===== config.mk =====
export PLATFORM = sky130hd
export DESIGN_NAME = bus_telegram_receive_framer
export DESIGN_NICKNAME = d
export VERILOG_FILES = /design/src/rtl/core/btrf_pkg.sv /design/src/rtl/core/btrf_datapath.sv /design/src/rtl/core/btrf_ctrl.sv /design/src/rtl/core/bus_telegram_receive_framer.sv
export SDC_FILE = /design/constraint.sdc
export NUM_CORES = 1
export LEC_CHECK = 0
export ABC_AREA = 1
export BUFFER_PORTS_ARGS = -buffer_cell sky130_fd_sc_hd__buf_2
export CAP_MARGIN = 20
export CORE_MARGIN = 2
export CORE_UTILIZATION = 30
export CTS_CLUSTER_DIAMETER = 200
export CTS_CLUSTER_SIZE = 30
export DETAILED_ROUTE_END_ITERATION = 16
export GPL_TIMING_DRIVEN = 1
export HOLD_SLACK_MARGIN = 0.12
export PLACE_DENSITY_LB_ADDON = 0.12
export SLEW_MARGIN = 10
export SYNTH_ARGS = -nofsm -noshare
export SYNTH_HDL_FRONTEND = slang
export SYNTH_SLANG_ARGS = --single-unit

===== constraint.sdc =====
create_clock -name clk -period 2.52 [get_ports clk]
set_input_delay 0.252 -clock clk [delete_from_list [all_inputs] [get_ports clk]]
set_output_delay 0.252 -clock clk [all_outputs]
set_load 0.02 [all_outputs]

===== src/rtl/core/btrf_pkg.sv =====
// btrf_pkg: constants, widths and controller/datapath interface types
// for the bus telegram receive framer; no dependencies

package btrf_pkg;

  // buffer size and telegram framing constants
  localparam int BUFFER_BYTES = 32;
  localparam int BYTE_W       = 8;
  localparam int HEADER_BYTES = 6;
  localparam int MIN_LENGTH   = 8;
  localparam int LEN_EXTRA    = 2;   // length field plus one, plus checksum

  localparam logic [BYTE_W-1:0] START_BYTE = 8'hBC;
  localparam logic [BYTE_W-1:0] LEN_MASK   = 8'h0F;

  // field widths
  localparam int POS_W = 5;
  localparam int LEN_W = 5;
  localparam int PTR_W = $clog2(BUFFER_BYTES);
  localparam int CNT_W = $clog2(BUFFER_BYTES + 1);
  localparam int CMP_W = ((CNT_W > LEN_W) ? CNT_W : LEN_W) + 1;

  localparam int OUT_TDATA_W = ((BYTE_W + POS_W + 7) / 8) * 8;

  typedef enum logic [1:0] {
    ST_HUNT,
    ST_FILL,
    ST_DRAIN
  } state_t;

  // controller to datapath
  typedef struct packed {
    logic wr;     // store the input byte and count it
    logic clr;    // drop the buffer contents
    logic step;   // advance the drain pointer
  } cmd_t;

  // datapath to controller
  typedef struct packed {
    logic start_hit;  // input byte is the start byte
    logic full;       // no room for another byte
    logic hdr_now;    // this byte completes the header
    logic len_bad;    // length from the header does not fit
    logic done_now;   // this byte completes the telegram
    logic last;       // drain pointer is on the final byte
  } stat_t;

endpackage


===== src/rtl/core/btrf_datapath.sv =====
// btrf_datapath: frame buffer, fill and length counters, drain pointer
// depends on btrf_pkg

module btrf_datapath (
  input  logic                        clk,
  input  logic                        rst,
  input  logic [btrf_pkg::BYTE_W-1:0] rx_byte,
  input  btrf_pkg::cmd_t              cmd,
  output btrf_pkg::stat_t             stat,
  output logic [btrf_pkg::BYTE_W-1:0] frame_byte,
  output logic [btrf_pkg::POS_W-1:0]  byte_position
);

  logic [btrf_pkg::BYTE_W-1:0] frame_store [btrf_pkg::BUFFER_BYTES];
  logic [btrf_pkg::BYTE_W-1:0] rd_data;

  logic [btrf_pkg::CNT_W-1:0] fill_count;
  logic [btrf_pkg::LEN_W-1:0] expected_length;
  logic [btrf_pkg::PTR_W-1:0] drain_ptr;

  logic [btrf_pkg::CNT_W-1:0] fill_inc;
  logic [btrf_pkg::LEN_W-1:0] len_new;
  logic [btrf_pkg::LEN_W-1:0] len_eff;
  logic [btrf_pkg::PTR_W-1:0] wr_addr;
  logic [btrf_pkg::PTR_W-1:0] rd_addr;
  logic                       len_known;

  assign fill_inc  = fill_count + btrf_pkg::CNT_W'(1);
  assign len_known = (expected_length != '0);
  assign wr_addr   = fill_count[btrf_pkg::PTR_W-1:0];

  // length from the low nibble of the sixth byte, which is the current input
  assign len_new = btrf_pkg::LEN_W'(btrf_pkg::HEADER_BYTES + btrf_pkg::LEN_EXTRA)
                 + btrf_pkg::LEN_W'(rx_byte & btrf_pkg::LEN_MASK);

  always_comb begin
    stat.start_hit = (rx_byte == btrf_pkg::START_BYTE);
    stat.full      = (btrf_pkg::CMP_W'(fill_count) >= btrf_pkg::CMP_W'(btrf_pkg::BUFFER_BYTES));
    stat.hdr_now   = !len_known &&
                     (btrf_pkg::CMP_W'(fill_inc) >= btrf_pkg::CMP_W'(btrf_pkg::HEADER_BYTES));
    stat.len_bad   = (btrf_pkg::CMP_W'(len_new) > btrf_pkg::CMP_W'(btrf_pkg::BUFFER_BYTES)) ||
                     (btrf_pkg::CMP_W'(len_new) < btrf_pkg::CMP_W'(btrf_pkg::MIN_LENGTH));
    len_eff        = stat.hdr_now ? len_new : expected_length;
    stat.done_now  = (len_known || stat.hdr_now) &&
                     (btrf_pkg::CMP_W'(fill_inc) >= btrf_pkg::CMP_W'(len_eff));
    stat.last      = ((btrf_pkg::CNT_W'(drain_ptr) + btrf_pkg::CNT_W'(1)) == fill_count);
  end

  // read one ahead on a step so the next byte is ready in the following cycle
  always_comb begin
    priority if (cmd.clr) begin
      rd_addr = '0;
    end else if (cmd.step) begin
      rd_addr = drain_ptr + btrf_pkg::PTR_W'(1);
    end else begin
      rd_addr = drain_ptr;
    end
  end

  always_ff @(posedge clk) begin
    if (cmd.wr) begin
      frame_store[wr_addr] <= rx_byte;
    end
    rd_data <= frame_store[rd_addr];
  end

  always_ff @(posedge clk) begin
    if (rst) begin
      fill_count      <= '0;
      expected_length <= '0;
      drain_ptr       <= '0;
    end else if (cmd.clr) begin
      fill_count      <= '0;
      expected_length <= '0;
      drain_ptr       <= '0;
    end else begin
      if (cmd.wr) begin
        fill_count <= fill_inc;
        if (stat.hdr_now) begin
          expected_length <= len_new;
        end
      end
      if (cmd.step) begin
        drain_ptr <= drain_ptr + btrf_pkg::PTR_W'(1);
      end
    end
  end

  assign frame_byte    = rd_data;
  assign byte_position = btrf_pkg::POS_W'(drain_ptr);

endmodule


===== src/rtl/core/btrf_ctrl.sv =====
// btrf_ctrl: hunt / fill / drain state machine of the framer
// depends on btrf_pkg

module btrf_ctrl (
  input  logic            clk,
  input  logic            rst,
  input  logic            in_valid,
  input  logic            out_ready,
  input  btrf_pkg::stat_t stat,
  output btrf_pkg::cmd_t  cmd,
  output logic            in_ready,
  output logic            out_valid
);

  btrf_pkg::state_t state;
  btrf_pkg::state_t state_next;

  logic take;   // accepted byte belongs to a frame

  assign take = in_valid && ((state == btrf_pkg::ST_FILL) ||
                             (state == btrf_pkg::ST_HUNT && stat.start_hit));

  always_ff @(posedge clk) begin
    if (rst) begin
      state <= btrf_pkg::ST_HUNT;
    end else begin
      state <= state_next;
    end
  end

  always_comb begin
    state_next = state;
    unique case (state)
      btrf_pkg::ST_HUNT, btrf_pkg::ST_FILL: begin
        if (take) begin
          priority if (stat.full || (stat.hdr_now && stat.len_bad)) begin
            state_next = btrf_pkg::ST_HUNT;
          end else if (stat.done_now) begin
            state_next = btrf_pkg::ST_DRAIN;
          end else begin
            state_next = btrf_pkg::ST_FILL;
          end
        end
      end
      btrf_pkg::ST_DRAIN: begin
        if (out_ready && stat.last) begin
          state_next = btrf_pkg::ST_HUNT;
        end
      end
      default: state_next = btrf_pkg::ST_HUNT;
    endcase
  end

  always_comb begin
    cmd       = '0;
    in_ready  = 1'b0;
    out_valid = 1'b0;
    unique case (state)
      btrf_pkg::ST_HUNT, btrf_pkg::ST_FILL: begin
        in_ready = 1'b1;
        if (take) begin
          priority if (stat.full || (stat.hdr_now && stat.len_bad)) begin
            cmd.clr = 1'b1;
          end else begin
            cmd.wr = 1'b1;
          end
        end
      end
      btrf_pkg::ST_DRAIN: begin
        out_valid = 1'b1;
        if (out_ready) begin
          cmd.clr  = stat.last;
          cmd.step = !stat.last;
        end
      end
      default: cmd = '0;
    endcase
  end

endmodule


===== src/rtl/core/bus_telegram_receive_framer.sv =====
// bus_telegram_receive_framer: top level, receive framer for standard bus telegrams
// depends on btrf_pkg, btrf_ctrl, btrf_datapath

// Receive bytes come in one per s_axis transfer. While hunting, every byte other
// than the start byte 0xBC is dropped; the start byte opens a frame and is kept as
// its first byte. Once the sixth byte is in, the telegram length is 8 plus the low
// nibble of that byte (8 to 23 bytes). A frame whose length does not fit the buffer,
// or that would overflow it, is dropped without any output. When the last byte of a
// telegram arrives, the block drains the whole telegram on m_axis, one transfer per
// byte with its position, and tlast on the checksum byte. Input bytes are never
// stalled while hunting or filling; the first output byte is valid the cycle after
// the completing input byte, and the drain then runs at one byte per cycle while
// m_axis_tready is high, from the buffer's registered read port, so s_axis_tready
// stays low until the last telegram byte is taken. The buffer has no clearing pass
// after reset: an entry is only read after it was written in the same frame.

module bus_telegram_receive_framer (
  input  logic                             clk,
  input  logic                             rst,
  input  logic                             s_axis_tvalid,
  output logic                             s_axis_tready,
  input  logic [7:0]                       s_axis_tdata,   // [7:0] rx_byte
  output logic                             m_axis_tvalid,
  input  logic                             m_axis_tready,
  output logic [btrf_pkg::OUT_TDATA_W-1:0] m_axis_tdata,   // [7:0] frame_byte,
                                                           // [12:8] byte_position
  output logic                             m_axis_tlast    // last_byte
);

  btrf_pkg::cmd_t  cmd;
  btrf_pkg::stat_t stat;

  logic [btrf_pkg::BYTE_W-1:0] frame_byte;
  logic [btrf_pkg::POS_W-1:0]  byte_position;

  // control: hunt for start byte, fill buffer, drain telegram
  btrf_ctrl u_ctrl (
    .clk       (clk),
    .rst       (rst),
    .in_valid  (s_axis_tvalid),
    .out_ready (m_axis_tready),
    .stat      (stat),
    .cmd       (cmd),
    .in_ready  (s_axis_tready),
    .out_valid (m_axis_tvalid)
  );

  // buffer, counters and length decode
  btrf_datapath u_dp (
    .clk           (clk),
    .rst           (rst),
    .rx_byte       (s_axis_tdata),
    .cmd           (cmd),
    .stat          (stat),
    .frame_byte    (frame_byte),
    .byte_position (byte_position)
  );

  // pack output fields, zero fill to whole bytes
  assign m_axis_tdata = btrf_pkg::OUT_TDATA_W'({byte_position, frame_byte});
  assign m_axis_tlast = stat.last;

  // input and output never open at once
  a_one_side: assert property (@(posedge clk) disable iff (rst)
    !(s_axis_tready && m_axis_tvalid))
    else $error("input and output both active");

  // a non-final output transfer is followed by the next position
  a_pos_step: assert property (@(posedge clk) disable iff (rst)
    m_axis_tvalid && m_axis_tready && !m_axis_tlast |=>
      m_axis_tvalid &&
      (m_axis_tdata[12:8] == $past(m_axis_tdata[12:8]) + 5'd1))
    else $error("drain position did not advance by one");

  // the final transfer returns the block to accepting input
  a_last_done: assert property (@(posedge clk) disable iff (rst)
    m_axis_tvalid && m_axis_tready && m_axis_tlast |=> s_axis_tready && !m_axis_tvalid)
    else $error("block not idle after final byte");

  // every drained telegram starts at position zero
  a_start_zero: assert property (@(posedge clk) disable iff (rst)
    $rose(m_axis_tvalid) |-> (m_axis_tdata[12:8] == 5'd0))
    else $error("telegram drain did not start at position zero");

endmodule


# [Word-level counts from Yosys, hierarchy flattened]
# Memory sizes are Yosys's and may differ from the RTL's. A register that Yosys moved wholly into a read port is not among the register bits.
# Cells that the tools add are included.
[totals] mem_count=1 mem_bits_rw=256 inputBits=12 wordCells=54 output_inout_bits=19 regBits=18
[op_classes] add_sub_neg=4 n_reduce_logical=16 n_eq_ne=6 magnitude_cmp=4 n_mux=19
[mem_list] name="u_dp.frame_store" words=32 width=8 read_ports=1 rd_ports_with_merged_regs=1 wr=1 line="btrf_datapath.sv:14" rtl="logic [btrf_pkg::BYTE_W-1:0] frame_store [btrf_pkg::BUFFER_BYTES];"
[ops] op="two-way mux 5 bit" count=3
[ops] op="two-way mux 2 bit" count=6
[ops] op="equality test 8 bit (second input constant)" count=1
[ops] op="two-way mux 1 bit" count=8
[ops] op="adder 5 x 1 -> 6 bit (second input constant)" count=1
[ops] op="adder 6 x 1 -> 6 bit (second input constant)" count=1
[ops] op="equality test 6 bit" count=1
[ops] op="greater-or-equal comparator 6 x 3 -> 1 bit (second input constant)" count=1
[ops] op="greater-or-equal comparator 6 x 5 -> 1 bit" count=1
[ops] op="greater-or-equal comparator 6 bit (second input constant)" count=1
[ops] op="logical AND 1 bit" count=6
[ops] op="adder 4 x 4 -> 5 bit (first input constant)" count=1
[ops] op="adder 5 x 1 -> 5 bit (second input constant)" count=1
[ops] op="less-than comparator 5 x 4 -> 1 bit (second input constant)" count=1
[ops] op="nonzero test 5 bit" count=1
[ops] op="inequality test 2 x 1 -> 1 bit (second input constant)" count=2
[ops] op="case mux 2 bit (2 select lines)" count=1
[ops] op="OR reduction 2 bit" count=2
[ops] op="logical OR 1 bit" count=3
[ops] op="equality test 2 x 1 -> 1 bit (second input constant)" count=1
[ops] op="equality test 2 bit (second input constant)" count=1
[ops] op="logical NOT 1 bit" count=2
[ops] op="logical NOT 2 bit" count=1
[ops] op="case mux 1 bit (2 select lines)" count=1
[ops] op="AND reduction 2 bit" count=1

# [Logic depth before layout (Yosys ltp)]
# Gate-level depths: netlist (run 1).
[depth] ltp_word=10 ltp_mapped=22 mapped_depth_nobuf=20

# [Modules after synthesis]
# Synthesis (run 1) repeated with hierarchy kept, for this count alone.
[hier_totals] hier_cells=1379 hier_area_um2=13337.8
[by_module_without_submodules] mod="btrf_datapath" seq_area_each_um2=8167.8 cells_each=1340 area_each_um2=13123.8 n_inst=1
[by_module_without_submodules] mod="btrf_ctrl" seq_area_each_um2=40.0 cells_each=35 area_each_um2=187.7 n_inst=1
[by_module_without_submodules] mod="bus_telegram_receive_framer" seq_area_each_um2=0.0 cells_each=4 area_each_um2=26.3 n_inst=1

# [Worst setup path before layout (run 1)]
# No wires, ideal clock.
[synth_timing] kind="reg-to-reg" start="register u_dp.fill_count[0] in the netlist's numbering" end="register u_ctrl.state[1]" period_less_slack_ns=2.704 path_stages_with_launch=19 n_path_buf=0 t_required_ns=2.450 setup_time_ns=0.070 path_slack_ns=-0.184 arrival_ns=2.634 cell_sequence="dfxtp_1 -> inv_1 -> ha_1 -> o21ai_0 -> nand3_1 -> nand2_1 -> inv_1 -> nand2_1 -> nand2_1 -> ha_1 -> inv_1 -> a21boi_0 -> o21a_1 -> o21a_1 -> o21ai_0 -> nand3b_1 -> o21ai_0 -> or2_2 -> a21oi_1"
[synth_via] elab_chain_cells=10 elab_cells_between_ends=18 classes_between="add/sub: 1; order compare: 3; eq/ne: 2; mux: 5; reduce/logical: 7"
[synth_lines] item="start: declaration" line="btrf_datapath.sv:17" rtl="logic [btrf_pkg::CNT_W-1:0] fill_count;"
[synth_lines] item="start signal: assignment" line="btrf_datapath.sv:78" rtl="fill_count <= fill_inc;"
[synth_lines] item="adder 6 x 1 -> 6 bit" line="btrf_datapath.sv:28" rtl="assign fill_inc = fill_count + btrf_pkg::CNT_W'(1);"
[synth_lines] item="via u_dp.fill_inc, one bit" line="btrf_datapath.sv:21" rtl="logic [btrf_pkg::CNT_W-1:0] fill_inc;"
[synth_lines] item="greater-or-equal comparator 6 x 3 -> 1 bit" line="btrf_datapath.sv:40" rtl="(btrf_pkg::CMP_W'(fill_inc) >= btrf_pkg::CMP_W'(btrf_pkg::HEADER_BYTES));"
[synth_lines] item="logical AND 1 bit" line="btrf_datapath.sv:39" rtl="stat.hdr_now = !len_known &&"
[synth_lines] item="two-way mux 5 bit" line="btrf_datapath.sv:43" rtl="len_eff = stat.hdr_now ? len_new : expected_length;"
[synth_lines] item="via u_dp.len_eff, one bit" line="btrf_datapath.sv:23" rtl="logic [btrf_pkg::LEN_W-1:0] len_eff;"
[synth_lines] item="greater-or-equal comparator 6 x 5 -> 1 bit" line="btrf_datapath.sv:45" rtl="(btrf_pkg::CMP_W'(fill_inc) >= btrf_pkg::CMP_W'(len_eff));"
[synth_lines] item="logical AND 1 bit" line="btrf_datapath.sv:44" rtl="stat.done_now = (len_known || stat.hdr_now) &&"
[synth_lines] item="two-way mux 2 bit" line="btrf_ctrl.sv:38" rtl="end else if (stat.done_now) begin"
[synth_lines] item="two-way mux 2 bit" line="btrf_ctrl.sv:36" rtl="priority if (stat.full || (stat.hdr_now && stat.len_bad)) begin"
[synth_lines] item="two-way mux 2 bit" line="btrf_ctrl.sv:35" rtl="if (take) begin"
[synth_lines] item="case mux 2 bit (2 select lines)" line="btrf_ctrl.sv:33" rtl="unique case (state)"
[synth_lines] item="end signal: assignment" line="btrf_ctrl.sv:25" rtl="state <= btrf_pkg::ST_HUNT;"
[synth_lines] item="end signal: assignment" line="btrf_ctrl.sv:27" rtl="state <= state_next;"
[synth_lines] item="end: declaration" line="btrf_ctrl.sv:15" rtl="btrf_pkg::state_t state;"
# The timed path passes the listed nets, and every way through them passes these cells. The select of a mux whose other input is x is not followed.
# A chain may end at the register's enable or synchronous reset.

# [Worst setup path after layout (run 1)]
[layout_timing] start="register u_dp.drain_ptr (netlist bit u_dp.byte_position[0])" end="register u_dp.rd_data (netlist bit u_dp.frame_byte[6]), read port of u_dp.frame_store"
[layout_via] elab_chain_cells=7 elab_cells_between_ends=9 classes_between="add/sub: 2; eq/ne: 1; mux: 5; reduce/logical: 1"
[layout_lines] item="start: declaration" line="btrf_datapath.sv:19" rtl="logic [btrf_pkg::PTR_W-1:0] drain_ptr;"
[layout_lines] item="start signal: assignment" line="btrf_datapath.sv:84" rtl="drain_ptr <= drain_ptr + btrf_pkg::PTR_W'(1);"
[layout_lines] item="adder 5 x 1 -> 6 bit" line="btrf_datapath.sv:46" rtl="stat.last = ((btrf_pkg::CNT_W'(drain_ptr) + btrf_pkg::CNT_W'(1)) == fill_count);"
[layout_lines] item="equality test 6 bit" line="btrf_datapath.sv:46"
[layout_lines] item="logical NOT 1 bit" line="btrf_ctrl.sv:73" rtl="cmd.step = !stat.last;"
[layout_lines] item="two-way mux 2 bit" line="btrf_ctrl.sv:71" rtl="if (out_ready) begin"
[layout_lines] item="two-way mux 1 bit" line="btrf_ctrl.sv:58" rtl="unique case (state)"
[layout_lines] item="two-way mux 5 bit"
[layout_lines] item="two-way mux 5 bit *" line="btrf_datapath.sv:51" rtl="priority if (cmd.clr) begin"
[layout_lines] item="end: declaration" line="btrf_datapath.sv:15" rtl="logic [btrf_pkg::BYTE_W-1:0] rd_data;"
# Mark *: on every way between the ends. The rest lies on a longest branch, timed or not.

==> results.md, run 1 <==
- Status: finished, violations left
- Failing checks: negative setup slack
- CP Capture Type: register
- CTS sink cnt: 282
- Placeable Area: 42,900 um^2
- Row count: 76
- Clock-pin transition on the worst setup and hold timing paths: 0.12 ns
- Compound-Gate Fraction of Synth Area: roughly 1.2%
- FFs w/ async S/R, synth: 0%
- Yosys cell types: 31
- Initial drt markers: 710
- Final design utilization: 40.8%
- Placer Congestion: 0.774
- Fin crit period: 2.63 ns
- Most common cell after layout, fill and taps aside: nand2_1
- Grt ovf: 0
- Starting Density: 30.2%
- Layout Nets: approximately 1,600
- Die extent in x: 212 um
- Clock root buffer: clkbuf_16
- Post-synth EDFFs: 256
- Mux contribution to synthesized area: 0%
- Syn avg cell area: 9.50 um^2
- Die ar.: ~45,000 um^2
- Die Y: between 200 and 250 um
- Top FF cell, synth: edfxtp_1
- I/O Pins: 31
- Final setup fails: 10
- Sequential area share after synthesis: a little under two thirds
- Vias per cell: 4.52
- Syn Std Cell Area: 13,000 um^2
- VDD IR-drop max: 0.332 mV
- WP data required: 2.94 ns
- Final Hold Viols: 0
- TritonCTS Buffers: 13
- Top post-synthesis cells by area: edfxtp_1, nand2_1, nand3_1
- Fin cells: 2,144
- CTS tree: yes
- Clock latency on the worst-skew pair: 0.52 ns
- Area share of the leading cell type in the synthesized netlist: 59.3%
- Max cap viols: 0
- HPWL after DPL: 24.3 mm
- Worst Tran Pin Value: 0.555 ns
- Area of the multi-input gates: 4470 um^2
- Vias post-DR: 9,701
- Post-synthesis xor/xnor area fraction: 0.135%
- Placed Area: 14,800 um^2
- Pleak: between 7 and 8 nW
- Deepest level of the CTS H-tree: 1
- # port buffers: 27
- Crit Path Class: register to register
- Post-Synth Simple-Gate Area: 23.7%
- Antenna Nets Post-Route: 0
- Area leader, netlist: edfxtp_1
- Most frequent cells in the layout: nand2_1, edfxtp_1, inv_1
- Clk_skew: 0.0252 ns
- Slew Viols, Final: 0
- Setup TNS: -0.383 ns
- Largest net degree at the start of global routing: 34
- First-pass GRT wire length: 62.1 mm
- Vias in the first global route: 9,393
- Post-Place Cells: 2,058
- Fin area: 17,500 um^2
- Diodes inserted: 0
- All-Layer GR Usage: 18.9%
- Yosys reg bits: 282
- Fmax: 380 MHz
- Total number of yosys warnings: 0
- Syn Inst Count: 1,363
- PwrDens: 446 nW/um^2
- CP startpoint kind: register
- Worst EP arrival: between 3 and 4 ns
- CTS max path bufs: 3
- Final Cycle Share: 104%
- Layout area overhead: 35.2%
- Max_slew headroom: 63.0%
- Post-route setup slack: -0.112 ns
- Post-Synth Adder-Cell Area: 0.966%
- Number of fill cells: 4,232
- Largest family of logic cells by synthesized area: simple AND/OR/NAND/NOR gates
- Drt drc: 0
- Post-Route WL: 42.2 mm
- Antenna violations before repair: 1
- Register area: around 8200 um^2
- Crit path max fanout: 7
- Routed wire per std cell: 19.7 um
- First drt pass iteration count: 5
- Proportion of layout cells with a drive suffix above 1: 31.4%
- RSZ-0062 raised after global routing: true
- Power Total: 7.81 mW
- HP Class: primary input to register
## worst max-delay path, stage by stage, from the launching register on
cell	delay, ns
dfxtp_2	0.38
ha_4	0.16
nand4_1	0.16
nand2_1	0.16
nand2_1	0.08
nand2_2	0.08
nand2_2	0.07
nor2_4	0.12
nand3_2	0.09
nand2_4	0.11
inv_6	0.06
nand2_8	0.10
buf_12	0.13
buf_8	0.12
buf_16	0.15
nand2_1	0.06
nand2_1	0.10
nand3_2	0.10
nand3_2	0.09
nand2_1	0.07
nand2_2	0.07
nand2_1	0.06
## cell type report
class                      instances  share of cell area, %
clock buffer                      20                   2.01
clock inverter                     2                  0.164
inverter                         260                   5.63
multi-input combinational        762                   25.6
sequential                       282                   47.0
tap                              585                   4.18
timing repair buffer             233                   15.5
## metal layers
| layer | global-route usage, % | up-vias | wire (um) |
|---|---|---|---|
| li1 | - | 4741 | - |
| met1 | 27.7 | 4752 | 20700 |
| met2 | 31.2 | 165 | 19500 |
| met3 | 1.29 | 43 | 1290 |
| met4 | 3.13 | 0 | 689 |
| met5 | 0 | - | 0 |
## final timing paths
path                                start                       to  slack [ns]  cells past startpoint
setup / recovery    u_dp.byte_position[0]       u_dp.frame_byte[6]       -0.11                     21
setup reg to reg    u_dp.byte_position[0]       u_dp.frame_byte[6]       -0.11                     21
hold reg to reg   u_dp.expected_length[2]  u_dp.expected_length[2]        0.51                      2
hold / removal              s_axis_tvalid          u_ctrl.state[0]        0.12                      4
## cells in the mapped netlist (3+ instances only)
cell      count
nand2_1     335
edfxtp_1    256
inv_1       255
nand3_1     238
nor2_1      127
buf_2        27
dfxtp_1      26
a21oi_1      13
buf_6        12
clkbuf_1     11
buf_4        10
ha_1         10
o21ai_0       5
inv_2         4
nand4_1       4
nor2_2        4
a211oi_1      3
nand2_4       3
o21a_1        3
## power breakdown
part / leakage, nW / switching, mW / internal, mW
sequential: 2.52 / 0.000719 / 5.09
clock: 0.183 / 1.55 / 1.02
combinational: 4.78 / 0.122 / 0.0281
total: 7.48 / 1.68 / 6.13
## repair_timing
item | 4_1_cts | 5_1_grt
gates resized for setup | 180 | 129
hold endpoints to repair | 4 | 4
buffers inserted | 36 | 4
pin swaps | 79 | 97
cloned | 22 | 4
setup endpoints to repair | 10 | 10
## per-stage QoR
step	setup WS, ns	hold WS [ns]
3_3_place_gp	-0.242	0.479
4_1_cts	-0.120	-0.0493
3_5_place_dp	-0.236	0.495
5_1_grt	-0.248	0.175
2_1_floorplan	-0.0563	0.317
6_report	-0.112	0.123
## kinds of logic (layout without fill, tap and decap cells)
| logic type | after synthesis | after routing |
|---|---|---|
| AOI/OAI and AO/OA | 27 | 27 |
| adders and majority gates | 10 | 10 |
| xor gates and xnor gates | 2 | 2 |
| and+or+nand+nor | 720 | 720 |
| buffers and inverters | 321 | 515 |
| DFF | 282 | 282 |
| other | 1 | 3 |
## state kept, by name, summed over array words and instances, names as in the netlist
signal,cells
u_dp.expected_length,5
u_dp.byte_position,5
u_ctrl.state,2
u_dp.frame_byte,8
u_dp.fill_count,6
u_dp.frame_store,256
(Power assumes the default switching activity.)
==> run 2, diff against run 1 <==
Settings changed: BUFFER_PORTS_ARGS -buffer_cell sky130_fd_sc_hd__buf_2 to -buffer_cell sky130_fd_sc_hd__buf_4, SYNTH_HIERARCHICAL from default to 1.
==> run 2 against run 1 <==
- the flow still finishes with violations (negative setup slack)
- clock power fell by 2%
- global-route usage fell by 0.19 points
- worst setup slack got worse by 0.30 ns
- clock skew rose by 0.0075 ns
- final cell count fell by 0.61%
- first-iteration DRC count fell by 0.42%
- sequential share of layout area rose by 1.5 points
- fmax fell by 10%
- critical path type unchanged
- critical endpoint is now u_dp/frame_byte[3]
- largest cell class unchanged
- highest routed layer is now met5
==> results.md, run 2 <==
- RSZ-0062 raised after global routing: true (unchanged)
- Power Total: 7.77 mW (was 7.81 mW)
- Final design utilization: 38.6% (was 40.8%)
- Failing checks: negative setup slack (unchanged)
- Most common cell after layout, fill and taps aside: inv_1 (was nand2_1)
- Area leader, netlist: edfxtp_1 (unchanged)
- Post-synth EDFFs: 256 (unchanged)
- Max cap viols: 0 (unchanged)
- Post-Route WL: 43.5 mm (was 42.2 mm)
- Clock latency on the worst-skew pair: 0.51 ns (was 0.52 ns)
- CTS sink cnt: 282 (unchanged)
- Clk_skew: 0.0327 ns (was 0.0252 ns)
- Fmax: 341 MHz (was 380 MHz)
- Syn Inst Count: 1,379 (was 1,363)
- Setup TNS: -2.94 ns (was -0.383 ns)
- Max reg flops: 256 (unchanged)
- Deepest level of the CTS H-tree: 1 (unchanged)
- Final setup fails: 8 (was 10)
- Cell Chain, Critical Path: ha_4 > xnor2_2 > o21ai_2 > nor3_2 > nand2_1 > nor3b_4 > nand2_2 > o21ai_4 > clkinv_4 > buf_4 > nand3_2 > buf_12 > buf_6 > nand3_1 > nand3_2 > nand2_1 > nand2_1 > nand2_2 (was ha_4 > nand4_1 > nand2_1 > nand2_1 > nand2_2 > nand2_2 > nor2_4 > nand3_2 > nand2_4 > inv_6 > nand2_8 > buf_12 > buf_8 > buf_16 > nand2_1 > nand2_1 > nand3_2 > nand3_2 > nand2_1 > nand2_2 > nand2_1)
- Crit path max fanout: 12 (was 7)
- Crit Path Class: register to register (unchanged)
- WP data required: 2.93 ns (was 2.94 ns)
- Largest net degree at the start of global routing: 41 (was 34)
- Worst EP arrival: 3.34 ns (was 3.05 ns)
- First-pass GRT wire length: 64.7 mm (was 62.1 mm)
- CP Capture Type: register (unchanged)
- CTS max path bufs: 3 (unchanged)
- Placer Congestion: 0.785 (was 0.774)
- Synth top cells by count: inv_1, edfxtp_1, nand3_1 (was nand2_1, edfxtp_1, inv_1)
- Top post-synthesis cells by area: edfxtp_1, nand3_1, inv_1 (was edfxtp_1, nand2_1, nand3_1)
- # port buffers: 27 (unchanged)
- Flop2flop setup slack: -0.41 ns (was -0.11 ns)
- Antenna violations before repair: 2 (was 1)
- R2r worst-path depth: 18 (was 21)
- Post-route setup slack: -0.413 ns (was -0.112 ns)
- Row count: 77 (was 76)
- Syn avg cell area: 9.67 um^2 (was 9.50 um^2)
- Fin crit period: 2.93 ns (was 2.63 ns)
- Die ar.: 46,200 um^2 (was 44,900 um^2)
- Max_slew headroom: 62.2% (was 63.0%)
- Critical-path top delay cell: dfxtp_4 (was dfxtp_2)
- Worst hold slack: 0.145 ns (was 0.123 ns)
- Area share of the leading cell type in the synthesized netlist: 57.6% (was 59.3%)
- Vias per cell: 4.77 (was 4.52)
- PwrDens: 458 nW/um^2 (was 446 nW/um^2)
- CP dominant cell by count: nand2_1 (unchanged)
- Slew Viols, Final: 0 (unchanged)
- Count leader, synth: inv_1 (was nand2_1)
- Routed wire per std cell: 20.4 um (was 19.7 um)
- Final Cycle Share: 116% (was 104%)
- Proportion of layout cells with a drive suffix above 1: 23.7% (was 31.4%)
- All-Layer GR Usage: 18.7% (was 18.9%)
- Worst Tran Pin Value: 0.567 ns (was 0.555 ns)
- Yosys reg bits: 282 (unchanged)
- Die Y: 215 um (was 212 um)
- Pleak: 7.36 nW (was 7.48 nW)
- Pre-CTS setup slack: -0.804 ns (was -0.236 ns)
- RR Startpoint: u_dp/byte_position[0] (was u_dp.byte_position[0])
- First drt pass iteration count: 5 (unchanged)
- VDD IR-drop max: 0.343 mV (was 0.332 mV)
- Total number of yosys warnings: 6 (was 0)
- Antenna Nets Post-Route: 0 (unchanged)
- Vias in the first global route: 10,100 (was 9,393)
- Hold Startpoint: s_axis_tvalid (unchanged)
- Syn Std Cell Area: 13,300 um^2 (was 13,000 um^2)
- CTS tree: yes (unchanged)
- FFs w/ async S/R, synth: 0% (unchanged)
- Clock-pin transition on the worst setup and hold timing paths: 0.12 ns (about the same)
- Hold depth: 6 (was 4)
- Layout Nets: 1,555 (was 1,574)
- TritonCTS Buffers: 13 (unchanged)
- CP delay by family, top: simple AND/OR/NAND/NOR gates (unchanged)
- Worst hold endpoint: u_ctrl/state[0] (was u_ctrl.state[0])
- Yosys cell types: 32 (was 31)
- CP startpoint kind: register (unchanged)
- Die extent in x: 215 um (was 212 um)
- Diodes inserted: 0 (unchanged)
- HP Class: primary input to register (unchanged)
- I/O Pins: 31 (unchanged)
- Grt ovf: 0 (unchanged)
- Status: finished, violations left (unchanged)
- R2R Path End: u_dp/frame_byte[3] (was u_dp.frame_byte[6])
- Buf+Inv Stages, Crit Path: 4 (unchanged)
- Layout area overhead: 27.4% (was 35.2%)
- HPWL after DPL: 26.6 mm (was 24.3 mm)
- Critical Path Max Stage Delay: 0.38 ns (about the same)
- Final Hold Viols: 0 (unchanged)
- Top FF cell, synth: edfxtp_1 (unchanged)
- Most frequent cells in the layout: inv_1, edfxtp_1, nand2_1 (was nand2_1, edfxtp_1, inv_1)
- Vias post-DR: 10,200 (was 9,701)
- Sequential area share after synthesis: 61.5% (was 63.4%)
- Biggest register: u_dp/frame_store (was u_dp.frame_store)
- Starting Density: 30.3% (was 30.2%)
- Placeable Area: 44,000 um^2 (was 42,900 um^2)
- Clock root buffer: clkbuf_16 (unchanged)
- Drt drc: 0 (unchanged)
- Initial drt markers: 707 (was 710)
[run 2: kinds of logic (layout without fill, tap and decap cells)]
kind of cell             after synthesis  in the layout  share of synthesized area (%)
AND/OR/NAND/NOR                      653            653                           23.5
buffers and inverters                392            550                           12.2
flip-flops                           282            282                           61.5
adder cells (fa/ha/maj)               10             10                          0.938
AO/OA/AOI/OAI                         34             34                           1.33
XOR/XNOR                               6              6                          0.394
other                                  2              4                         0.0563
[run 2: layer usage]
layer | up-vias | wire length (um) | track usage [%]
met5 | - | 10 | 0
met2 | 229 | 19800 | 30.2
met1 | 4962 | 20700 | 26.3
met3 | 60 | 1920 | 2.69
li1 | 4902 | - | -
met4 | 2 | 1180 | 5.21
[run 2: area by class of cell]
cell class              instances  area (um^2)
repair buffers                221         2370
clock buffers                  20          352
clock inverters                 1         20.0
well taps                     592          741
fillers                      4452        27000
flip-flops and latches        282         8220
multi-input cells             707         4110
inverters                     308         1170
[run 2: how the worst max path moves through the flow]
stage | slack [ns] | depth (start not counted) | start | to
after detailed placement | -0.80 | 18 | u_dp/byte_position[0] | u_dp/frame_byte[6]
final | -0.41 | 18 | u_dp/byte_position[0] | u_dp/frame_byte[3]
after CTS | -0.39 | 19 | u_dp/byte_position[0] | u_dp/frame_byte[6]
after global placement | -0.77 | 18 | u_dp/byte_position[0] | u_dp/frame_byte[6]
after floorplan | -0.12 | 19 | u_dp/byte_position[0] | u_dp/frame_byte[4]
after global routing | -0.62 | 19 | u_dp/byte_position[1] | u_dp/frame_byte[7]
[run 2: what timing repair did]
| item | in CTS | in global routing |
|---|---|---|
| gates resized for setup | 74 | 88 |
| setup buffers | 14 | 12 |
| endpoints found under the setup margin | 14 | 23 |
| endpoints found under the hold margin | 7 | 0 |
| pin swaps | 11 | 26 |
| hold buffers | 1 | 0 |
| gates cloned | 8 | 3 |
[run 2: worst register-to-register path, cell delays in order, from the launching register on]
cell and delay, ns:
dfxtp_4 0.38, ha_4 0.27, xnor2_2 0.10, o21ai_2 0.07
nor3_2 0.17, nand2_1 0.11, nor3b_4 0.20, nand2_2 0.10
o21ai_4 0.18, clkinv_4 0.15, buf_4 0.17, nand3_2 0.09
buf_12 0.16, buf_6 0.22, nand3_1 0.17, nand3_2 0.11
nand2_1 0.05, nand2_1 0.07, nand2_2 0.06
[run 2: report_power, final]
part	total [mW]	internal, mW	switching [mW]
clock	2.52	1.01	1.51
sequential	5.09	5.08	0.00104
combinational	0.167	0.0345	0.132
[run 2: through the flow]
stage / std cells / instance area [um^2]
4_1_cts: 2117 / 16500
6_report: 2131 / 17000
5_1_grt: 2131 / 17000
3_5_place_dp: 2073 / 15300
2_1_floorplan: 1381 / 13400
3_3_place_gp: 2073 / 15300
==> run 3, diff against run 2 <==
Settings changed: CORE_MARGIN 2 to default.
==> run 3 against run 2 <==
- the run still ends with negative setup slack left
- wire length up 1.0%
- flip-flop and latch count stayed put
- worst setup slack gained 0.040 ns
- die area shrank 1.9%
- final area rose by 0.34%
- fmax rose by 1.4%
- sequential share of layout area is 0.18 points lower
==> results.md, run 3 (synthesized netlist as in run 2, its figures left out) <==
- Status: finished, violations left (unchanged)
- Failing checks: negative setup slack (unchanged)
- Placer Congestion: 0.800 (was 0.785)
- Die Y: 213 um (was 215 um)
- Fmax: 346 MHz (was 341 MHz)
- Drt drc: 0 (unchanged)
- Final Cycle Share: 115% (was 116%)
- Final Hold Viols: 0 (unchanged)
- Max cap viols: 0 (unchanged)
- First drt pass iteration count: 5 (unchanged)
- Biggest register: u_dp/frame_store (unchanged)
- VDD IR-drop max: 0.347 mV (was 0.343 mV)
- First-pass GRT wire length: 63.1 mm (was 64.7 mm)
- Clock-pin transition on the worst setup and hold timing paths: 0.12 ns (about the same)
- Layout area overhead: 27.8% (was 27.4%)
- WP data required: 2.97 ns (was 2.93 ns)
- Placeable Area: 43,500 um^2 (was 44,000 um^2)
- Vias in the first global route: 9,754 (was 10,100)
- Vias post-DR: 10,300 (was 10,200)
- HP Class: primary input to register (unchanged)
- CTS tree: yes (unchanged)
- Max reg flops: 256 (unchanged)
- RSZ-0062 raised after global routing: true (unchanged)
- Max_slew headroom: 63.2% (was 62.2%)
- Pleak: 7.31 nW (was 7.36 nW)
- Antenna violations before repair: 2 (unchanged)
- CP Capture Type: register (unchanged)
- Area of the multi-input gates: 4160 um^2 (was 4110 um^2)
- CP startpoint kind: register (unchanged)
- Largest net degree at the start of global routing: 45 (was 41)
- Slew Viols, Final: 0 (unchanged)
- Worst Tran Pin Value: 0.551 ns (was 0.567 ns)
- Worst hold slack: 0.164 ns (was 0.145 ns)
- Fin crit period: 2.89 ns (was 2.93 ns)
- Initial drt markers: 732 (was 707)
- Crit path max fanout: 5 (was 12)
- Layout Nets: 1,550 (was 1,555)
- TritonCTS Buffers: 13 (unchanged)
- Die ar.: 45,300 um^2 (was 46,200 um^2)
- Clock latency on the worst-skew pair: 0.51 ns (about the same)
- Deepest level of the CTS H-tree: 1 (unchanged)
- Vias per cell: 4.86 (was 4.77)
- # port buffers: 27 (unchanged)
- Proportion of layout cells with a drive suffix above 1: 24.2% (was 23.7%)
- Starting Density: 30.7% (was 30.3%)
- Antenna Nets Post-Route: 0 (unchanged)
- Flop2flop setup slack: -0.37 ns (was -0.41 ns)
- Most common cell after layout, fill and taps aside: inv_1 (unchanged)
- CTS sink cnt: 282 (unchanged)
- Post-Route WL: 44.0 mm (was 43.5 mm)
- Grt ovf: 0 (unchanged)
- Routed wire per std cell: 20.8 um (was 20.4 um)
- Crit Path Class: register to register (unchanged)
- Worst EP arrival: 3.34 ns (about the same)
- Most frequent cells in the layout: inv_1, edfxtp_1, nand2_1 (unchanged)
- Row count: 76 (was 77)
- I/O Pins: 31 (unchanged)
- CTS max path bufs: 3 (unchanged)
- Clock root buffer: clkbuf_16 (unchanged)
- All-Layer GR Usage: 19.0% (was 18.7%)
- Diodes inserted: 0 (unchanged)
- Clk_skew: 0.0388 ns (was 0.0327 ns)
- Number of fill cells: 4,366 (was 4,452)
- PwrDens: 458 nW/um^2 (about the same)
- HPWL after DPL: 26.6 mm (about the same)
- Die extent in x: 213 um (was 215 um)
- Post-route setup slack: -0.373 ns (was -0.413 ns)
- Pre-CTS setup slack: -0.700 ns (was -0.804 ns)
- Final setup fails: 9 (was 8)
- Register area: 8220 um^2 (about the same)
-- run 3: what timing repair did --
item | CTS | global route
endpoints found under the setup margin | 13 | 27
cloned | 6 | 6
pin swaps | 12 | 53
hold buffers | 1 | 0
gates resized for setup | 78 | 98
buffers inserted | 15 | 11
endpoints found under the hold margin | 7 | 0
-- run 3: worst max-delay path, cell delays in order, from the launching register on --
cell and delay [ns]:
dfxtp_4 0.37, ha_4 0.16, nand3_1 0.09, xor2_1 0.20, inv_1 0.10, o22ai_2 0.16, nor3b_4 0.08, buf_4 0.15
nor2_4 0.17, inv_2 0.08, nand2_4 0.10, nand3_4 0.18, buf_12 0.19, buf_16 0.13, buf_6 0.12, nand2_1 0.06
nand3_2 0.09, nand3_2 0.09, nand3_2 0.10, nand2_1 0.08, nand2_1 0.05, nand2_1 0.08
-- run 3: final timing paths --
| check | from | end | depth (start not counted) |
|---|---|---|---|
| max reg2reg | u_dp/byte_position[1] | u_dp/frame_byte[5] | 21 |
| min reg2reg | u_dp/expected_length[4] | u_dp/expected_length[4] | 2 |
| min | s_axis_tvalid | u_ctrl/state[0] | 6 |
| max | u_dp/byte_position[1] | u_dp/frame_byte[5] | 21 |
-- run 3: through the flow --
| step | cells | util (%) | power (mW) | area, um^2 | setup TNS, ns |
|---|---|---|---|---|---|
| after floorplan | 1381 | - | 5.22 | 13400 | -0.988 |
| after global placement | 2061 | 35.3 | 5.36 | 15300 | -5.05 |
| after detailed placement | 2061 | 35.3 | 5.36 | 15300 | -5.56 |
| after CTS | 2104 | 37.8 | 7.88 | 16400 | -4.56 |
| after global routing | 2119 | 39.2 | 8.00 | 17000 | -4.58 |
| final | 2119 | 39.2 | 7.81 | 17000 | -2.67 |
-- run 3: where the power goes --
part	internal, mW	leakage [nW]	total [mW]	switching, mW
Combinational	0.0348	4.61	0.165	0.130
Clock	1.01	0.178	2.56	1.55
Sequential	5.09	2.52	5.09	0.00101
-- run 3: metal layers --
layer	vias to the layer above	track usage, %	part of all wire, %
met5	-	0	0
met4	0	4.71	2.1
met3	45	2.37	4.2
met2	235	31.3	47
met1	5109	26.4	46
li1	4904	-	-
-- run 3: final cells by class --
| type | instances | area share [%] |
|---|---|---|
| Clock inverter | 1 | 0.117 |
| Sequential cell | 282 | 48.2 |
| Inverter | 308 | 6.86 |
| Multi-Input combinational cell | 707 | 24.4 |
| Tap cell | 585 | 4.29 |
| Timing Repair Buffer | 216 | 14.0 |
| Clock buffer | 20 | 2.06 |
